$ cat config.mk
export PLATFORM = sky130hd
export DESIGN_NAME = ffha_ctrl
export DESIGN_NICKNAME = d
export VERILOG_FILES = /design/src/hw/rtl/first_fit_heap_allocator_defines.svh /design/src/hw/rtl/ffha_pkg.sv /design/src/hw/rtl/ffha_ctrl.sv
export SDC_FILE = /design/constraint.sdc
export NUM_CORES = 1
export LEC_CHECK = 0
export BUFFER_PORTS_ARGS = -buffer_cell sky130_fd_sc_hd__buf_4
export CAP_MARGIN = 20
export CORE_AREA = 8 8 45 47
export CTS_BUF_LIST = sky130_fd_sc_hd__clkbuf_8
export DETAILED_ROUTE_END_ITERATION = 16
export DIE_AREA = 0 0 53 55
export PLACE_DENSITY = 0.68
export SYNTH_ARGS = -nofsm -noshare
export SYNTH_HDL_FRONTEND = slang
export SYNTH_SLANG_ARGS = --single-unit
$ cat constraint.sdc
create_clock -name clk -period 3.1 [get_ports clk]
set_clock_uncertainty 0.15 [all_clocks]
set_input_delay 0.31 -clock clk [delete_from_list [all_inputs] [get_ports clk]]
set_output_delay 0.31 -clock clk [all_outputs]
set_load 0.05 [all_outputs]
$ cat src/hw/rtl/first_fit_heap_allocator_defines.svh
// ----------------------------------------------------------------------------
// first_fit_heap_allocator_defines
// Assertion macros used by the allocator top level.
// ----------------------------------------------------------------------------
`ifndef FIRST_FIT_HEAP_ALLOCATOR_DEFINES_SVH
`define FIRST_FIT_HEAP_ALLOCATOR_DEFINES_SVH

// same-cycle implication, disabled during reset
`define FFHA_ASSERT_IMP(label, clk, rst, ante, cons, msg) \
  label: assert property (@(posedge clk) disable iff (rst) (ante) |-> (cons)) \
    else $error(msg);

// next-cycle implication, disabled during reset
`define FFHA_ASSERT_NXT(label, clk, rst, ante, cons, msg) \
  label: assert property (@(posedge clk) disable iff (rst) (ante) |=> (cons)) \
    else $error(msg);

`endif

$ cat src/hw/rtl/ffha_pkg.sv
// ----------------------------------------------------------------------------
// ffha_pkg
// Types and constants of the first-fit heap allocator.
// ----------------------------------------------------------------------------
`timescale 1ns / 1ps
`default_nettype none

package ffha_pkg;

  localparam int SIZE_W    = 12;
  localparam int OFF_W     = 12;
  localparam int HDR_W     = 16;
  localparam int SUM_W     = 17;
  localparam int HDR_BYTES = 2;

  typedef enum logic [0:0] {
    OP_ALLOC = 1'b0,
    OP_FREE  = 1'b1
  } op_t;

  typedef enum logic [3:0] {
    ST_INIT,
    ST_IDLE,
    ST_RD,
    ST_EV,
    ST_SPLIT,
    ST_MERGE,
    ST_NRD,
    ST_NEV,
    ST_DONE
  } state_t;

  typedef enum logic [2:0] {
    WR_NONE,
    WR_INIT,
    WR_FIT,
    WR_SPLIT,
    WR_MERGE
  } wr_sel_t;

  typedef struct packed {
    logic    in_ready;
    logic    capture;
    logic    rd_next;
    logic    latch_cur;
    logic    advance;
    logic    latch_free;
    wr_sel_t wr;
    logic    merge_next;
    logic    finish;
    logic    fin_ok;
    logic    fin_where;
    logic    out_load;
  } dp_cmd_t;

  typedef struct packed {
    logic in_valid;
    logic is_free;
    logic req_zero;
    logic fit;
    logic split;
    logic has_next;
    logic pos_gt_off;
    logic pos_eq_off;
    logic v_neg;
    logic out_free;
  } dp_status_t;

endpackage

`default_nettype wire

$ cat src/hw/rtl/ffha_ctrl.sv
// ----------------------------------------------------------------------------
// ffha_ctrl
// Controller: walks the header chain and sequences header updates.
// ----------------------------------------------------------------------------
`timescale 1ns / 1ps
`default_nettype none

module ffha_ctrl (
  input  logic                clk,
  input  logic                rst,
  input  ffha_pkg::dp_status_t status,
  output ffha_pkg::dp_cmd_t    cmd,
  output ffha_pkg::state_t     state
);
  import ffha_pkg::*;

  state_t state_next;

  always_ff @(posedge clk) begin
    if (rst) begin
      state <= ST_INIT;
    end else begin
      state <= state_next;
    end
  end

  always_comb begin
    state_next = state;
    unique case (state)
      ST_INIT: state_next = ST_IDLE;
      ST_IDLE: begin
        if (status.in_valid) state_next = ST_RD;
      end
      ST_RD: begin
        if (!status.is_free && status.req_zero) state_next = ST_DONE;
        else state_next = ST_EV;
      end
      ST_EV: begin
        if (!status.is_free) begin
          priority if (status.fit) state_next = status.split ? ST_SPLIT : ST_DONE;
          else if (status.has_next) state_next = ST_RD;
          else state_next = ST_DONE;
        end else begin
          priority if (status.pos_gt_off) state_next = ST_DONE;
          else if (status.pos_eq_off) begin
            if (status.v_neg) state_next = ST_DONE;
            else state_next = status.has_next ? ST_NRD : ST_MERGE;
          end
          else if (status.has_next) state_next = ST_RD;
          else state_next = ST_DONE;
        end
      end
      ST_SPLIT: state_next = ST_DONE;
      ST_MERGE: state_next = ST_DONE;
      ST_NRD:   state_next = ST_NEV;
      ST_NEV:   state_next = ST_DONE;
      ST_DONE: begin
        if (status.out_free) state_next = ST_IDLE;
      end
      default:  state_next = ST_INIT;
    endcase
  end

  always_comb begin
    cmd = '0;
    unique case (state)
      ST_INIT: cmd.wr = WR_INIT;
      ST_IDLE: begin
        cmd.in_ready = 1'b1;
        cmd.capture  = status.in_valid;
      end
      ST_RD: begin
        if (!status.is_free && status.req_zero) cmd.finish = 1'b1;
      end
      ST_EV: begin
        cmd.latch_cur = 1'b1;
        if (!status.is_free) begin
          priority if (status.fit) begin
            cmd.wr = WR_FIT;
            if (!status.split) begin
              cmd.finish    = 1'b1;
              cmd.fin_ok    = 1'b1;
              cmd.fin_where = 1'b1;
            end
          end
          else if (status.has_next) cmd.advance = 1'b1;
          else cmd.finish = 1'b1;
        end else begin
          priority if (status.pos_gt_off) cmd.finish = 1'b1;
          else if (status.pos_eq_off) begin
            if (status.v_neg) cmd.finish = 1'b1;
            else cmd.latch_free = 1'b1;
          end
          else if (status.has_next) cmd.advance = 1'b1;
          else cmd.finish = 1'b1;
        end
      end
      ST_SPLIT: begin
        cmd.wr        = WR_SPLIT;
        cmd.finish    = 1'b1;
        cmd.fin_ok    = 1'b1;
        cmd.fin_where = 1'b1;
      end
      ST_MERGE: begin
        cmd.wr     = WR_MERGE;
        cmd.finish = 1'b1;
        cmd.fin_ok = 1'b1;
      end
      ST_NRD: cmd.rd_next = 1'b1;
      ST_NEV: begin
        cmd.wr         = WR_MERGE;
        cmd.merge_next = 1'b1;
        cmd.finish     = 1'b1;
        cmd.fin_ok     = 1'b1;
      end
      ST_DONE: cmd.out_load = status.out_free;
      default: cmd = '0;
    endcase
  end

endmodule

`default_nettype wire

==> summary.txt <==
Layout
  – Largest register FFs: 4
  – Top reg by flops: state
  – Multi-input gate area: ~340 um^2
  – Area grow syn2layout: 56.6%
  – Fillers: 147
  – Sequential cell area: about 80 um^2
  – Antenna diodes: 0
  – Final net count: approximately 100
  – Final Non-Filler Cells: roughly 100
  – Biggest regs: state: 4 flops
  – Fraction of layout cells with a size suffix above 1: 43.2%

STA
  – Total Neg Setup Slack: 0 ps
  – Endpoints failing hold: 0
  – Final Max Slew Viols: 0
  – Max Fclk: ~500 MHz
  – RSZ-0062 raised after global routing: false
  – Post-route minimum period: between 2000 and 2500 ps
  – Setup violators final: 0
  – Slew @ Worst Pin: about 440 ps
  – Slew HR: 70.7%
  – Final Cycle Share: between 60% and 70%

Placed design
  – Final GP Congestion: between 0.7 and 0.8
  – Dpl cells: between 100 and 150
  – DP HPWL: 1.12 mm
  – Number of port buffers: 29

Power and ir drop
  – Sequential Power Share: a little under a fifth
  – Clock power share: around a fifth
  – Standby leakage power: between 0.3 and 0.4 nW
  – Internal power: 0.257 mW
  – Peak VDD IR: 462 uV
  – Psw: approximately 0.26 mW
  – Sw frac: around half
  – Pwr Density: between 700 and 800 nW/um^2
  – Combinational share of power: roughly 60%

Clocking
  – Post-cts hold buffer count: 0
  – CTS HTree Levels: 1
  – Clock tree root buffer cell: clkbuf_8
  – Post-CTS setup buffers: 0
  – TritonCTS clock tree: yes
  – Bufs on Longest Clock Path: 2
  – Post-CTS Resized: 0
  – Worst-skew pair later-pin latency: between 200 and 250 ps
  – Clk sink count: 4
  – Clk slew on worst S/H paths: about 30 ps
  – CTS Buf Count: 3

Floorplanning
  – Initial core utilization: 32.7%
  – Die Span X: about 53 um
  – Die footprint: 2920 um^2
  – I/O Pins: 30
  – Die H: between 50 and 60 um
  – Row count: 14
  – Core Box Area: 1380 um^2

Yosys
  – Area leader, netlist: dfxtp_1
  – Synth top cells by count: 6 x nand2_1, 4 x dfxtp_1, 4 x inv_1, 4 x nor2b_1
  – Mux cell area share after synthesis: ~4.4%
  – Post-synth ARST share: 0%
  – Post-synthesis sequential area ratio: 17.7%
  – Adder-cell area share of the yosys netlist: 0%
  – Compound-Gate Fraction of Synth Area: roughly 28%
  – Distinct cells, synth: 33
  – Area contributors post-synth: dfxtp_1 18%, nor2b_1 5.5%, nand2_1 5.0%, mux2i_1 4.4%, nor3_2 4.4%
  – Synth Area in XOR/XNOR: 0%
  – Post-synth top flop: dfxtp_1
  – Post-synth EDFFs: 0
  – Synthesized area: ~450 um^2
  – Cells after synthesis: roughly 60
  – FF+latch count, synth: 4
  – Post-synth top area share: 17.7%
  – Synth warn: 0
  – Syn_area_per_cell: around 7.7 um^2
  – Mapped Nets: 71
  – Top-count cell post-synth: nand2_1
  – Combinational family with the most area after synthesis: simple AND/OR/NAND/NOR gates
  – Post-synthesis simple-gate area fraction: 41.4%

Global routing
  – First-pass GRT wire length: around 2.1 mm
  – Vias in the first global route: just over 500
  – Total grt overflow: 0
  – Initial antenna violation count: 0
  – Total GRT Usage: 9.44%
  – Largest net degree at the start of global routing: 15

Worst setup path
  – Crit path launch: state[1]
  – Worst EP required: 2640 ps
  – Worst EP arrival: roughly 1600 ps
  – CP Launch Type: flip-flop
  – Crit end category: primary output
  – Reg2reg start: state[3]
  – Worst-path maximum fanout: 13
  – CP Class: reg2out

Routing
  – TritonRoute pass-1 iters: 4
  – Residual DRC count: 0
  – 1st-iter DRT viols: 7
  – Avg WL per Cell: between 10 and 15 um
  – Total routed wirelength: ~1.4 mm
  – Total vias in the final route: between 500 and 600
  – Via/cell ratio: about 5.1
  – Final ANT Viol Nets: 0

Run status
  – Status: complete, no violations

Worst hold path
  – Min-delay worst type: in2reg
  – Startpoint of the worst hold path: rst

Flow run
  – Max_cap viols: 0
==> kinds of logic after synthesis <==
logic type | count (synthesis)
simple gates | 29
mux | 2
flops | 4
compound gates | 17
buf+inv | 7
==> layout make-up <==
| type | count | area share, % |
|---|---|---|
| Clock buffer | 3 | 5.82 |
| Inverter | 4 | 2.12 |
| Multi-Input combinational cell | 48 | 47.3 |
| Sequential cell | 4 | 11.3 |
| Tap cell | 16 | 2.82 |
| Timing Repair Buffer | 29 | 30.7 |
==> path summary, 6_finish.rpt <==
kind | slack [ps] | cells after the start | to
max | 1050 | 4 | cmd[2]
min | 140 | 2 | state[2]
max reg2reg | 1450 | 4 | state[0]
min reg2reg | 610 | 3 | state[0]
==> power by group through the flow <==
stage | clock network [mW] | registers (mW) | logic (mW)
finish | 0.106 | 0.0995 | 0.313
global route | 0.116 | 0.104 | 0.334
CTS | 0.109 | 0.0989 | 0.317
detailed placement | 0 | 0.0997 | 0.316
global placement | 0 | 0.0985 | 0.315
floorplan | 0 | 0.115 | 0.223
==> critical path, stage by stage, from the launching register on <==
cell	delay, ps
dfxtp_1	550
and4bb_4	330
nand3b_2	110
o22ai_1	160
buf_4	220
==> placed cells by master, fill, tap and decap left out, types with 3 or more instances in the layout <==
master / count
a21oi_1: 3
buf_4: 29
clkbuf_8: 3
dfxtp_1: 4
inv_1: 4
nand2_1: 6
nor2_1: 3
nor2b_1: 4
==> metal layers <==
metal / track usage, % / vias to the layer above / wire length (um)
met3: 5.08 / 4 / 166
met1: 10.3 / 233 / 582
met2: 15.0 / 20 / 608
met4: 3.88 / 0 / 17
li1: - / 274 / -
met5: 0 / - / 0
==> per-stage QoR <==
| stage | power, mW | setup slack [ps] | utilization, % | hold slack (ps) | area [um^2] |
|---|---|---|---|---|---|
| after floorplan | 0.338 | 165 | - | 229 | 453 |
| after global placement | 0.414 | 1300 | 48.3 | 363 | 668 |
| after detailed placement | 0.416 | 1270 | 48.3 | 366 | 668 |
| after CTS | 0.525 | 1050 | 51.3 | 141 | 709 |
| after global routing | 0.554 | 940 | 51.3 | 149 | 709 |
| final | 0.519 | 1050 | 51.3 | 145 | 709 |
(Power assumes the default switching activity.)
